**src/sequence_reorder_buffer_unit_macros.svh**
```systemverilog
// Assertion helpers for the reorder buffer RTL.
// Both macros sample on clk_i and are disabled while rst_ni is low.
`ifndef SEQUENCE_REORDER_BUFFER_UNIT_MACROS_SVH
`define SEQUENCE_REORDER_BUFFER_UNIT_MACROS_SVH
`ifndef ASSERT_OFF
// The property must hold at every clock edge.
`define SRB_ASSERT(lbl, prop, msg) \
  lbl: assert property (@(posedge clk_i) disable iff (!rst_ni) prop) else $error(msg);
// The condition must never be true at a clock edge.
`define SRB_NEVER(lbl, expr, msg) \
  lbl: assert property (@(posedge clk_i) disable iff (!rst_ni) !(expr)) else $error(msg);
`else
`define SRB_ASSERT(lbl, prop, msg)
`define SRB_NEVER(lbl, expr, msg)
`endif
`endif

```
**src/srb_pkg.sv**
```systemverilog
`default_nettype none

package srb_pkg;

  // Window depth and the cap on resend requests per gap.
  localparam int unsigned WINDOW       = 32;
  localparam int unsigned MAX_REQUESTS = 10;
  localparam int unsigned IDX_W        = $clog2(WINDOW);

  // Field widths.
  localparam int unsigned TYPE_W = 2;
  localparam int unsigned KIND_W = 2;
  localparam int unsigned SEQ_W  = 32;
  localparam int unsigned ACT_W  = 8;
  localparam int unsigned TAG_W  = 16;
  localparam int unsigned LEN_W  = 12;

  // Next expected number after reset and after a reset item.
  localparam logic [SEQ_W-1:0] NE_RESET = SEQ_W'(1);

  // Input item types.
  typedef enum logic [TYPE_W-1:0] {
    REQ_DATA  = 2'd0,
    REQ_TICK  = 2'd1,
    REQ_RESET = 2'd2
  } req_type_e;

  // Result kinds.
  typedef enum logic [KIND_W-1:0] {
    KIND_ACK     = 2'd0,
    KIND_DELIVER = 2'd1,
    KIND_RESEND  = 2'd2
  } kind_e;

  // Stored descriptor of one packet.
  typedef struct packed {
    logic [ACT_W-1:0] action;
    logic [TAG_W-1:0] tag;
    logic [LEN_W-1:0] len;
  } payload_t;

  // One window position.
  typedef struct packed {
    logic     valid;
    payload_t data;
  } entry_t;

  // Controls broadcast to every cell of the chain.
  typedef struct packed {
    logic clear;
    logic shift;
  } cell_ctrl_t;

endpackage

`default_nettype wire

```
**src/srb_in_if.sv**
```systemverilog
`default_nettype none

interface srb_in_if;
  import srb_pkg::*;

  logic               valid;
  logic               ready;
  logic [TYPE_W-1:0]  req_type;
  logic [SEQ_W-1:0]   seq_num;
  logic [ACT_W-1:0]   action_code;
  logic [TAG_W-1:0]   payload_tag;
  logic [LEN_W-1:0]   payload_len;

  modport source (
    output valid, req_type, seq_num, action_code, payload_tag, payload_len,
    input  ready
  );

  modport sink (
    input  valid, req_type, seq_num, action_code, payload_tag, payload_len,
    output ready
  );
endinterface

`default_nettype wire

```
**src/srb_out_if.sv**
```systemverilog
`default_nettype none

interface srb_out_if;
  import srb_pkg::*;

  logic              valid;
  logic              ready;
  logic [KIND_W-1:0] kind;
  logic [SEQ_W-1:0]  out_seq;
  logic [ACT_W-1:0]  out_action;
  logic [TAG_W-1:0]  out_tag;
  logic [LEN_W-1:0]  out_len;
  logic              end_of_message;
  logic              dropped;
  logic              last;

  modport source (
    output valid, kind, out_seq, out_action, out_tag, out_len, end_of_message,
           dropped, last,
    input  ready
  );

  modport sink (
    input  valid, kind, out_seq, out_action, out_tag, out_len, end_of_message,
           dropped, last,
    output ready
  );
endinterface

`default_nettype wire

```
**src/srb_cell.sv**
```systemverilog
`default_nettype none

// One window position. Cell k holds the packet numbered next_expected + k;
// on a shift it takes the contents of its upper neighbor.
module srb_cell (
  input  logic               clk_i,
  input  logic               rst_ni,
  input  srb_pkg::cell_ctrl_t ctrl_i,
  input  logic               wr_en_i,
  input  srb_pkg::payload_t  wr_data_i,
  input  srb_pkg::entry_t    nbr_i,
  output srb_pkg::entry_t    entry_o
);
  import srb_pkg::*;

  logic     valid_q, valid_d;
  payload_t data_q, data_d;

  // Occupancy: clear wins, then a store, then a shift from the neighbor.
  always_comb begin
    valid_d = valid_q;
    priority if (ctrl_i.clear) begin
      valid_d = 1'b0;
    end else if (wr_en_i) begin
      valid_d = 1'b1;
    end else if (ctrl_i.shift) begin
      valid_d = nbr_i.valid;
    end
  end

  // Descriptor follows the same order; a cleared cell keeps stale data.
  always_comb begin
    data_d = data_q;
    priority if (wr_en_i) begin
      data_d = wr_data_i;
    end else if (ctrl_i.shift) begin
      data_d = nbr_i.data;
    end
  end

  always_ff @(posedge clk_i or negedge rst_ni) begin
    if (!rst_ni) begin
      valid_q <= 1'b0;
    end else begin
      valid_q <= valid_d;
    end
  end

  always_ff @(posedge clk_i) begin
    data_q <= data_d;
  end

  assign entry_o = '{valid: valid_q, data: data_q};

endmodule

`default_nettype wire

```
**src/sequence_reorder_buffer_unit.sv**
```systemverilog
// Receive-side reorder buffer for one peer of a reliable datagram link.
// item_i carries data packets, ticks that re-enable resend requests, and
// reset items that empty the window. result_o carries acknowledges, in-order
// deliveries and resend requests; the last result of an item has last set.
// cfg_we_i/cfg_wdata_i write the continuation action code at any edge.
// The window is a chain of cells aligned to the next expected number; each
// delivery shifts the whole chain down by one cell.
// A data item is taken in the idle state; in the ack state its acknowledge
// is formed and loaded into the output register once that is free. Each
// delivery and each resend request then loads one further result, and at
// most MAX_REQUESTS resend requests follow a data item. Tick, reset and
// unknown items are handled in the idle state and give no result.
// A new item is taken once the last result of the previous one is in the
// output register. A stalled receiver holds the output register and the
// sequencer waits with it; nothing is dropped.
// Reset empties the window at once, sets the next expected number to one,
// enables resend requests and clears the continuation code.
`default_nettype none
`include "sequence_reorder_buffer_unit_macros.svh"

module sequence_reorder_buffer_unit (
  input  logic                      clk_i,
  input  logic                      rst_ni,
  srb_in_if.sink                    item_i,
  srb_out_if.source                 result_o,
  input  logic                      cfg_we_i,
  input  logic [srb_pkg::ACT_W-1:0] cfg_wdata_i
);
  import srb_pkg::*;

  typedef enum logic [3:0] {
    ST_IDLE    = 4'b0001,
    ST_ACK     = 4'b0010,
    ST_RELEASE = 4'b0100,
    ST_REQUEST = 4'b1000
  } state_e;

  typedef struct packed {
    logic [KIND_W-1:0] kind;
    logic [SEQ_W-1:0]  seq;
    logic [ACT_W-1:0]  action;
    logic [TAG_W-1:0]  tag;
    logic [LEN_W-1:0]  len;
    logic              eom;
    logic              dropped;
    logic              last;
  } result_t;

  state_e             state_q, state_d;
  logic [SEQ_W-1:0]   ne_q, ne_d;
  logic               req_en_q, req_en_d;
  logic [ACT_W-1:0]   cont_q;
  logic [SEQ_W-1:0]   ack_seq_q, ack_seq_d;
  logic               ack_drop_q, ack_drop_d;
  logic [IDX_W-1:0]   req_idx_q, req_idx_d;
  logic [IDX_W-1:0]   req_idx_nxt;
  logic               out_valid_q, out_valid_d;
  result_t            res_q, res_d;

  logic               in_fire;
  logic               out_free;
  logic               load;
  logic [SEQ_W-1:0]   offset;
  logic               not_old;
  logic               in_win;
  logic               store;
  cell_ctrl_t         cell_ctrl;
  payload_t           wr_data;
  entry_t             entries [WINDOW+1];
  logic [WINDOW-1:0]  cell_valid;
  logic [WINDOW-1:0]  valid_above1;
  logic [WINDOW-1:0]  valid_above2;
  logic               any_hi;
  logic               any_hi2;

  // Input handshake: one item at a time.
  assign item_i.ready = (state_q == ST_IDLE);
  assign in_fire      = item_i.valid && item_i.ready;

  // Window check of a data packet against the next expected number.
  assign not_old = (item_i.seq_num >= ne_q);
  assign offset  = item_i.seq_num - ne_q;
  assign in_win  = not_old && (offset < SEQ_W'(WINDOW));
  assign store   = in_fire && (item_i.req_type == REQ_DATA) && in_win;
  assign wr_data = '{action: item_i.action_code, tag: item_i.payload_tag,
                     len: item_i.payload_len};

  // Chain of window cells; the cell above the top is always empty.
  assign entries[WINDOW] = '0;

  for (genvar k = 0; k < WINDOW; k++) begin : g_cell
    srb_cell u_cell (
      .clk_i     (clk_i),
      .rst_ni    (rst_ni),
      .ctrl_i    (cell_ctrl),
      .wr_en_i   (store && (offset[IDX_W-1:0] == IDX_W'(k))),
      .wr_data_i (wr_data),
      .nbr_i     (entries[k+1]),
      .entry_o   (entries[k])
    );
    assign cell_valid[k] = entries[k].valid;
  end

  // Occupancy above the head and above the cell after it.
  assign valid_above1 = cell_valid >> 1;
  assign valid_above2 = cell_valid >> 2;
  assign any_hi       = |valid_above1;
  assign any_hi2      = |valid_above2;

  assign out_free    = !out_valid_q || result_o.ready;
  assign req_idx_nxt = req_idx_q + IDX_W'(1);

  // Sequencer: acknowledge, release in order, then name the gap.
  always_comb begin
    state_d         = state_q;
    ne_d            = ne_q;
    req_en_d        = req_en_q;
    ack_seq_d       = ack_seq_q;
    ack_drop_d      = ack_drop_q;
    req_idx_d       = req_idx_q;
    load            = 1'b0;
    res_d           = res_q;
    cell_ctrl.clear = 1'b0;
    cell_ctrl.shift = 1'b0;

    unique case (state_q)
      ST_IDLE: begin
        if (in_fire) begin
          unique case (item_i.req_type)
            REQ_DATA: begin
              ack_seq_d  = item_i.seq_num;
              ack_drop_d = not_old && !in_win;
              state_d    = ST_ACK;
            end
            REQ_TICK: begin
              req_en_d = 1'b1;
            end
            REQ_RESET: begin
              cell_ctrl.clear = 1'b1;
              ne_d            = NE_RESET;
            end
            default: begin
            end
          endcase
        end
      end

      ST_ACK: begin
        if (out_free) begin
          load  = 1'b1;
          res_d = '{kind: KIND_ACK, seq: ack_seq_q, action: '0, tag: '0, len: '0,
                    eom: 1'b0, dropped: ack_drop_q,
                    last: !cell_valid[0] && !(any_hi && req_en_q)};
          priority if (cell_valid[0]) begin
            state_d = ST_RELEASE;
          end else if (any_hi && req_en_q) begin
            req_en_d  = 1'b0;
            req_idx_d = '0;
            state_d   = ST_REQUEST;
          end else begin
            state_d = ST_IDLE;
          end
        end
      end

      ST_RELEASE: begin
        if (out_free) begin
          load            = 1'b1;
          cell_ctrl.shift = 1'b1;
          ne_d            = ne_q + SEQ_W'(1);
          req_en_d        = 1'b1;
          res_d = '{kind: KIND_DELIVER, seq: ne_q, action: entries[0].data.action,
                    tag: entries[0].data.tag, len: entries[0].data.len,
                    eom: (entries[0].data.action != cont_q), dropped: 1'b0,
                    last: !any_hi};
          priority if (cell_valid[1]) begin
            state_d = ST_RELEASE;
          end else if (any_hi2) begin
            req_en_d  = 1'b0;
            req_idx_d = '0;
            state_d   = ST_REQUEST;
          end else begin
            state_d = ST_IDLE;
          end
        end
      end

      ST_REQUEST: begin
        if (out_free) begin
          load  = 1'b1;
          res_d = '{kind: KIND_RESEND, seq: ne_q + SEQ_W'(req_idx_q), action: '0,
                    tag: '0, len: '0, eom: 1'b0, dropped: 1'b0,
                    last: (32'(req_idx_nxt) == 32'(MAX_REQUESTS))
                          || cell_valid[req_idx_nxt]};
          req_idx_d = req_idx_nxt;
          if (res_d.last) begin
            state_d = ST_IDLE;
          end
        end
      end

      default: begin
        state_d = ST_IDLE;
      end
    endcase
  end

  // Output register: filled by the sequencer, emptied by the receiver.
  always_comb begin
    out_valid_d = out_valid_q;
    priority if (load) begin
      out_valid_d = 1'b1;
    end else if (result_o.ready) begin
      out_valid_d = 1'b0;
    end
  end

  always_ff @(posedge clk_i or negedge rst_ni) begin
    if (!rst_ni) begin
      state_q     <= ST_IDLE;
      ne_q        <= NE_RESET;
      req_en_q    <= 1'b1;
      cont_q      <= '0;
      out_valid_q <= 1'b0;
    end else begin
      state_q     <= state_d;
      ne_q        <= ne_d;
      req_en_q    <= req_en_d;
      out_valid_q <= out_valid_d;
      if (cfg_we_i) begin
        cont_q <= cfg_wdata_i;
      end
    end
  end

  always_ff @(posedge clk_i) begin
    ack_seq_q  <= ack_seq_d;
    ack_drop_q <= ack_drop_d;
    req_idx_q  <= req_idx_d;
    res_q      <= res_d;
  end

  assign result_o.valid          = out_valid_q;
  assign result_o.kind           = res_q.kind;
  assign result_o.out_seq        = res_q.seq;
  assign result_o.out_action     = res_q.action;
  assign result_o.out_tag        = res_q.tag;
  assign result_o.out_len        = res_q.len;
  assign result_o.end_of_message = res_q.eom;
  assign result_o.dropped        = res_q.dropped;
  assign result_o.last           = res_q.last;

  // The head cell is always drained before a new item is taken.
  `SRB_NEVER(a_idle_head_empty, (state_q == ST_IDLE) && cell_valid[0],
             "head cell still occupied while idle")
  // Requests are only named while a later packet is stored.
  `SRB_NEVER(a_request_has_gap, (state_q == ST_REQUEST) && !any_hi,
             "resend request without a stored packet above the gap")
  // Requests are disabled for the whole request burst.
  `SRB_NEVER(a_request_disabled, (state_q == ST_REQUEST) && req_en_q,
             "resend requests still enabled during a burst")
  // Each delivery advances the next expected number by exactly one.
  `SRB_ASSERT(a_release_step, (state_q == ST_RELEASE) && out_free |=>
              (ne_q == $past(ne_q) + SEQ_W'(1)), "next expected number did not advance")

endmodule

`default_nettype wire
```
**src/flat_wrapper.sv**
```systemverilog
// flat-port wrapper written by rule: the top's interface ports become plain ports
module sequence_reorder_buffer_unit_flat import srb_pkg::*;
  (clk_i, rst_ni, cfg_we_i, cfg_wdata_i, item_i_valid, item_i_req_type, item_i_seq_num, item_i_action_code, item_i_payload_tag, item_i_payload_len, item_i_ready, result_o_valid, result_o_kind, result_o_out_seq, result_o_out_action, result_o_out_tag, result_o_out_len, result_o_end_of_message, result_o_dropped, result_o_last, result_o_ready);
  srb_in_if item_i_i ();
  srb_out_if result_o_i ();
  input  logic clk_i;
  input  logic rst_ni;
  input  logic cfg_we_i;
  input  logic [srb_pkg::ACT_W-1:0] cfg_wdata_i;
  input wire logic [$bits(item_i_i.valid)-1:0] item_i_valid;
  input wire logic [$bits(item_i_i.req_type)-1:0] item_i_req_type;
  input wire logic [$bits(item_i_i.seq_num)-1:0] item_i_seq_num;
  input wire logic [$bits(item_i_i.action_code)-1:0] item_i_action_code;
  input wire logic [$bits(item_i_i.payload_tag)-1:0] item_i_payload_tag;
  input wire logic [$bits(item_i_i.payload_len)-1:0] item_i_payload_len;
  output wire logic [$bits(item_i_i.ready)-1:0] item_i_ready;
  output wire logic [$bits(result_o_i.valid)-1:0] result_o_valid;
  output wire logic [$bits(result_o_i.kind)-1:0] result_o_kind;
  output wire logic [$bits(result_o_i.out_seq)-1:0] result_o_out_seq;
  output wire logic [$bits(result_o_i.out_action)-1:0] result_o_out_action;
  output wire logic [$bits(result_o_i.out_tag)-1:0] result_o_out_tag;
  output wire logic [$bits(result_o_i.out_len)-1:0] result_o_out_len;
  output wire logic [$bits(result_o_i.end_of_message)-1:0] result_o_end_of_message;
  output wire logic [$bits(result_o_i.dropped)-1:0] result_o_dropped;
  output wire logic [$bits(result_o_i.last)-1:0] result_o_last;
  input wire logic [$bits(result_o_i.ready)-1:0] result_o_ready;
  assign item_i_i.valid = item_i_valid;
  assign item_i_i.req_type = item_i_req_type;
  assign item_i_i.seq_num = item_i_seq_num;
  assign item_i_i.action_code = item_i_action_code;
  assign item_i_i.payload_tag = item_i_payload_tag;
  assign item_i_i.payload_len = item_i_payload_len;
  assign item_i_ready = item_i_i.ready;
  assign result_o_valid = result_o_i.valid;
  assign result_o_kind = result_o_i.kind;
  assign result_o_out_seq = result_o_i.out_seq;
  assign result_o_out_action = result_o_i.out_action;
  assign result_o_out_tag = result_o_i.out_tag;
  assign result_o_out_len = result_o_i.out_len;
  assign result_o_end_of_message = result_o_i.end_of_message;
  assign result_o_dropped = result_o_i.dropped;
  assign result_o_last = result_o_i.last;
  assign result_o_i.ready = result_o_ready;
  sequence_reorder_buffer_unit u_core (.clk_i(clk_i), .rst_ni(rst_ni), .item_i(item_i_i), .result_o(result_o_i), .cfg_we_i(cfg_we_i), .cfg_wdata_i(cfg_wdata_i));
endmodule
```
**config.mk**
```make
export PLATFORM = sky130hd
export DESIGN_NAME = sequence_reorder_buffer_unit_flat
export DESIGN_NICKNAME = d
export VERILOG_FILES = /design/src/srb_pkg.sv /design/src/srb_in_if.sv /design/src/srb_out_if.sv /design/src/srb_cell.sv /design/src/sequence_reorder_buffer_unit.sv /design/src/flat_wrapper.sv
export VERILOG_INCLUDE_DIRS = /design/src /design/src/src
export SDC_FILE = /design/constraint.sdc
export NUM_CORES = 2
export LEC_CHECK = 0
export BUFFER_PORTS_ARGS = -buffer_cell sky130_fd_sc_hd__buf_2
export CORE_MARGIN = 2
export CORE_UTILIZATION = 25
export CTS_BUF_LIST = sky130_fd_sc_hd__clkbuf_4 sky130_fd_sc_hd__clkbuf_8
export CTS_CLUSTER_DIAMETER = 50
export DETAILED_ROUTE_END_ITERATION = 7
export RECOVER_POWER = 50
export SLEW_MARGIN = 20
export SYNTH_ARGS = -nofsm -noshare
export SYNTH_HDL_FRONTEND = slang
export SYNTH_SLANG_ARGS = --single-unit
```
**constraint.sdc**
```tcl
create_clock -name clk_i -period 8.45 [get_ports clk_i]
set_input_delay 0.845 -clock clk_i [delete_from_list [all_inputs] [get_ports clk_i]]
set_output_delay 0.845 -clock clk_i [all_outputs]
set_load 0.02 [all_outputs]
```
==> flow_summary_export.csv <==
group,metric,value,unit
run_status,status,"complete, but fails checks",
run_status,violations,"max-capacitance violations, max-slew violations",
floorplan,initial_core_util,0.251,
cells_and_area,final_area,0.0689,mm²
cells_and_area,areaGrowthSynthToFinish,10.5,%
cells_and_area,fillCellCount,25100,
power_and_ir_drop,p_leak,0.0235,µW
synthesis,synth_warnings,0,
run,cap_viol_max_count,21,
global_routing,antenna_found_initial,23,
timing,maxSlewViolCount,784,
power_and_ir_drop,peakVddDrop,0.155,mV
floorplan,die_area,0.253,mm²
floorplan,rows,183,
global_routing,gr-max-usage-layer,"met2",
routing,vias_per_cell,4.16,
setup_path,r2r_cells,14,
routing,routed_wl,116000,µm
timing,finalClockSkew,0.0651,ns
clock_tree,path_clk_slew,0.07,ns
global_routing,grt_use_met2,0.138,
timing,slew-limit-headroom,-0.990,
synthesis,ys.flop_type,"edfxtp_1",
placement,place_hpwl,79100,µm
global_routing,grtUsageTotal,0.0893,
synthesis,yosys-top-cells-area,"edfxtp_1 (61%), mux2_4 (12%), mux2_2 (12%)",
setup_path,required,8.95,ns
clock_tree,h-tree-depth,4,
synthesis,synth_most_common_cell,"edfxtp_1",
floorplan,die_x,503,µm
synthesis,seq_area_frac_synth,0.640,
cells_and_area,final_nets,4023,
global_routing,grt_pass1_wl,181000,µm
synthesis,synth_cells,3752,
synthesis,syn_area,0.0624,mm²
timing,hold_viol,0,
clock_tree,cts.sinks,1341,
clock_tree,cts_tree,"yes",
routing,first_iter_violations,2030,
routing,num_vias,30800,
timing,tightestPinTransition,2.99,ns
hold_path,hold_start,"item_i_seq_num[16]",
floorplan,die_height,503,µm
timing,setup_viol,0,
clock_tree,clk_path_buf_depth,3,
timing,post-route-period-util,0.806,
setup_path,r2r_end,"u_core.g_cell[28].u_cell.entry_o[7]",
routing,drc_errors,0,
floorplan,boundaryPins,158,
clock_tree,ctsRootBufferMaster,"clkbuf_8",
hold_path,whs_path_depth,1,
global_routing,grt_pass1_vias,31500,
synthesis,avgSynthCellArea,16.6,µm²
routing,first_pass_iters,6,
synthesis,synth_top_area_share,0.608,
cells_and_area,layout-drive-gt1-share,0.320,
global_routing,grt_overflow,0,
cells_and_area,finalNonFillerCells,7394,
synthesis,synth_edf_count,1263,
global_routing,use_met1,0.121,
placement,postPlaceCellArea,0.0661,mm²
setup_path,setup.worst_path.start_class,"register",
hold_path,min_path_type,"input port to register",
hold_path,hold_end,"u_core.ack_seq_q[16]",
timing,rsz0062_at_grt,"false",
placement,place.gp.congestion,0.872,
clock_tree,clock_latency,0.94,ns
placement,dp.cells,7010,
timing,period_needed,6.81,ns
clock_tree,cts_made_buffers,214,
global_routing,grt.met3_usage,0.0193,
setup_path,worstPathArrival,7.31,ns
timing,hold_ws,0.168,ns
synthesis,yosys.area.top_type,"edfxtp_1",
placement,io_buffers,157,
global_routing,grt_max_degree,56,
setup_path,regToRegSetupSlack,1.64,ns
floorplan,core-area,0.248,mm²
setup_path,critPathKind,"register to register",
timing,max_freq,147,MHz
setup_path,critPathMaxFanout,37,
routing,postRouteAntennaNets,0,
routing,post_drt_wl_per_cell,15.6,µm
power_and_ir_drop,power.density,192,mW/mm²
synthesis,synth.distinct_cells,80,
synthesis,ys_async_sr_fraction,0.0582,
timing,fin_setup_tns,0,ns
clock_tree,cts_setup_buffers,0,
synthesis,ys_ff_latch,1341,
synthesis,syn-num-nets,3877,
setup_path,worstReg2RegStart,"u_core.ne_q[0]",
synthesis,ys_top_cells_by_count,"edfxtp_1 (1263), mux2_2 (639), mux2_4 (486)",
setup_path,crit_path_end_kind,"register",
critical path, cell delays in order (launching register included):
cell and delay, ns:
dfstp_1 0.45, ha_1 0.25, fa_1 0.47, and2b_1 0.29, o21bai_4 0.11, a2111oi_2 0.54, o21ai_0 0.32, nor2_1 0.17
nor3_1 0.07, nor4b_1 0.34, and3_1 1.23, nand4_1 0.37, clkbuf_1 0.95, nand2_1 0.27, buf_4 0.47
cell type report:
| type | instances | area [µm²] | area share |
|---|---|---|---|
| antenna | 8 | 20.0 | 0.000291 |
| clock buffer | 302 | 3660 | 0.0531 |
| clock inverter | 72 | 561 | 0.00813 |
| inverter | 59 | 221 | 0.00321 |
| multi-input combinational | 2046 | 19200 | 0.279 |
| sequential | 1341 | 39900 | 0.579 |
| tap | 3330 | 4170 | 0.0605 |
| timing repair buffer | 236 | 1170 | 0.0169 |
cell usage in the layout (no fill, tap or decap), types with 58 or more instances in the layout:
cell type / netlist / layout
inv_1: 59 / 58
clkbuf_1: 162 / 129
dfrtp_1: 75 / 75
mux2_2: 639 / 638
clkbuf_4: 0 / 79
mux2_1: 0 / 315
o21ai_0: 81 / 81
nor2_1: 90 / 89
a21oi_1: 70 / 70
edfxtp_1: 1263 / 1263
clkbuf_8: 0 / 223
nand2_1: 159 / 157
mux2_4: 486 / 172
worst max-delay path by stage:
stage                 startpoint                              endpoint  slack, ns  cells after the start
2_1_floorplan  u_core.state_q[0]   u_core.g_cell[16].u_cell.entry_o[0]       2.58                     11
3_3_place_gp   item_i_seq_num[0]  u_core.g_cell[24].u_cell.entry_o[16]       2.18                     15
3_5_place_dp   item_i_seq_num[0]  u_core.g_cell[24].u_cell.entry_o[16]       2.13                     15
4_1_cts           u_core.ne_q[0]  u_core.g_cell[24].u_cell.entry_o[15]       2.69                     13
5_1_grt           u_core.ne_q[0]  u_core.g_cell[28].u_cell.entry_o[12]       1.13                     14
6_report          u_core.ne_q[0]   u_core.g_cell[28].u_cell.entry_o[7]       1.64                     14
through the flow:
stage | setup WS, ns | util | power [µW]
6_report | 1.64 | 0.277 | 13200
5_1_grt | 1.13 | 0.277 | 13800
4_1_cts | 2.69 | 0.283 | 13500
3_5_place_dp | 2.13 | 0.266 | 7930
3_3_place_gp | 2.18 | 0.266 | 7920
2_1_floorplan | 2.58 | - | 7710
state kept, by name (all words and copies together), names as in the netlist:
register,cells
u_core.ack_drop_q,1
u_core.ack_seq_q,32
u_core.cont_q,8
u_core.g_cell.u_cell.entry_o,1152
u_core.g_cell.u_cell.valid_q,32
u_core.ne_q,32
u_core.req_en_q,1
u_core.req_idx_q,5
u_core.result_o.dropped,1
u_core.result_o.end_of_message,1
u_core.result_o.kind,2
u_core.result_o.last,1
u_core.result_o.out_action,8
u_core.result_o.out_len,12
u_core.result_o.out_seq,32
u_core.result_o.out_tag,16
u_core.result_o.valid,1
u_core.state_q,4
where the power goes:
group | switching (µW) | leakage, µW | internal (µW)
sequential | 26.9 | 0.0125 | 7230
combinational | 389 | 0.00881 | 135
clock | 2570 | 0.00223 | 2880
total | 2980 | 0.0235 | 10200
routing by layer:
layer / routed length (µm) / vias to the layer above
li1: - / 14700
met1: 55300 / 14900
met2: 50600 / 834
met3: 5910 / 265
met4: 3740 / 4
met5: 32 / -
cell families (layout without fill, tap and decap cells):
logic type               Yosys count  after routing  share of synthesized area
AND/OR/NAND/NOR                  524            524                     0.0450
adder cells (fa/ha/maj)           42             42                    0.00867
multiplexers                    1136           1136                      0.236
buffers and inverters            365            669                     0.0333
other                              0              8                          0
XOR/XNOR                          44             44                    0.00618
flip-flops                      1341           1341                      0.640
AO/OA/AOI/OAI                    300            300                     0.0315
timing repair:
| action | in CTS | in global routing |
|---|---|---|
| hold buffers | 1 | 0 |
| hold endpoints to repair | 31 | 0 |
| resized for setup | 0 | 0 |
Power figures use the tool's default switching activity.
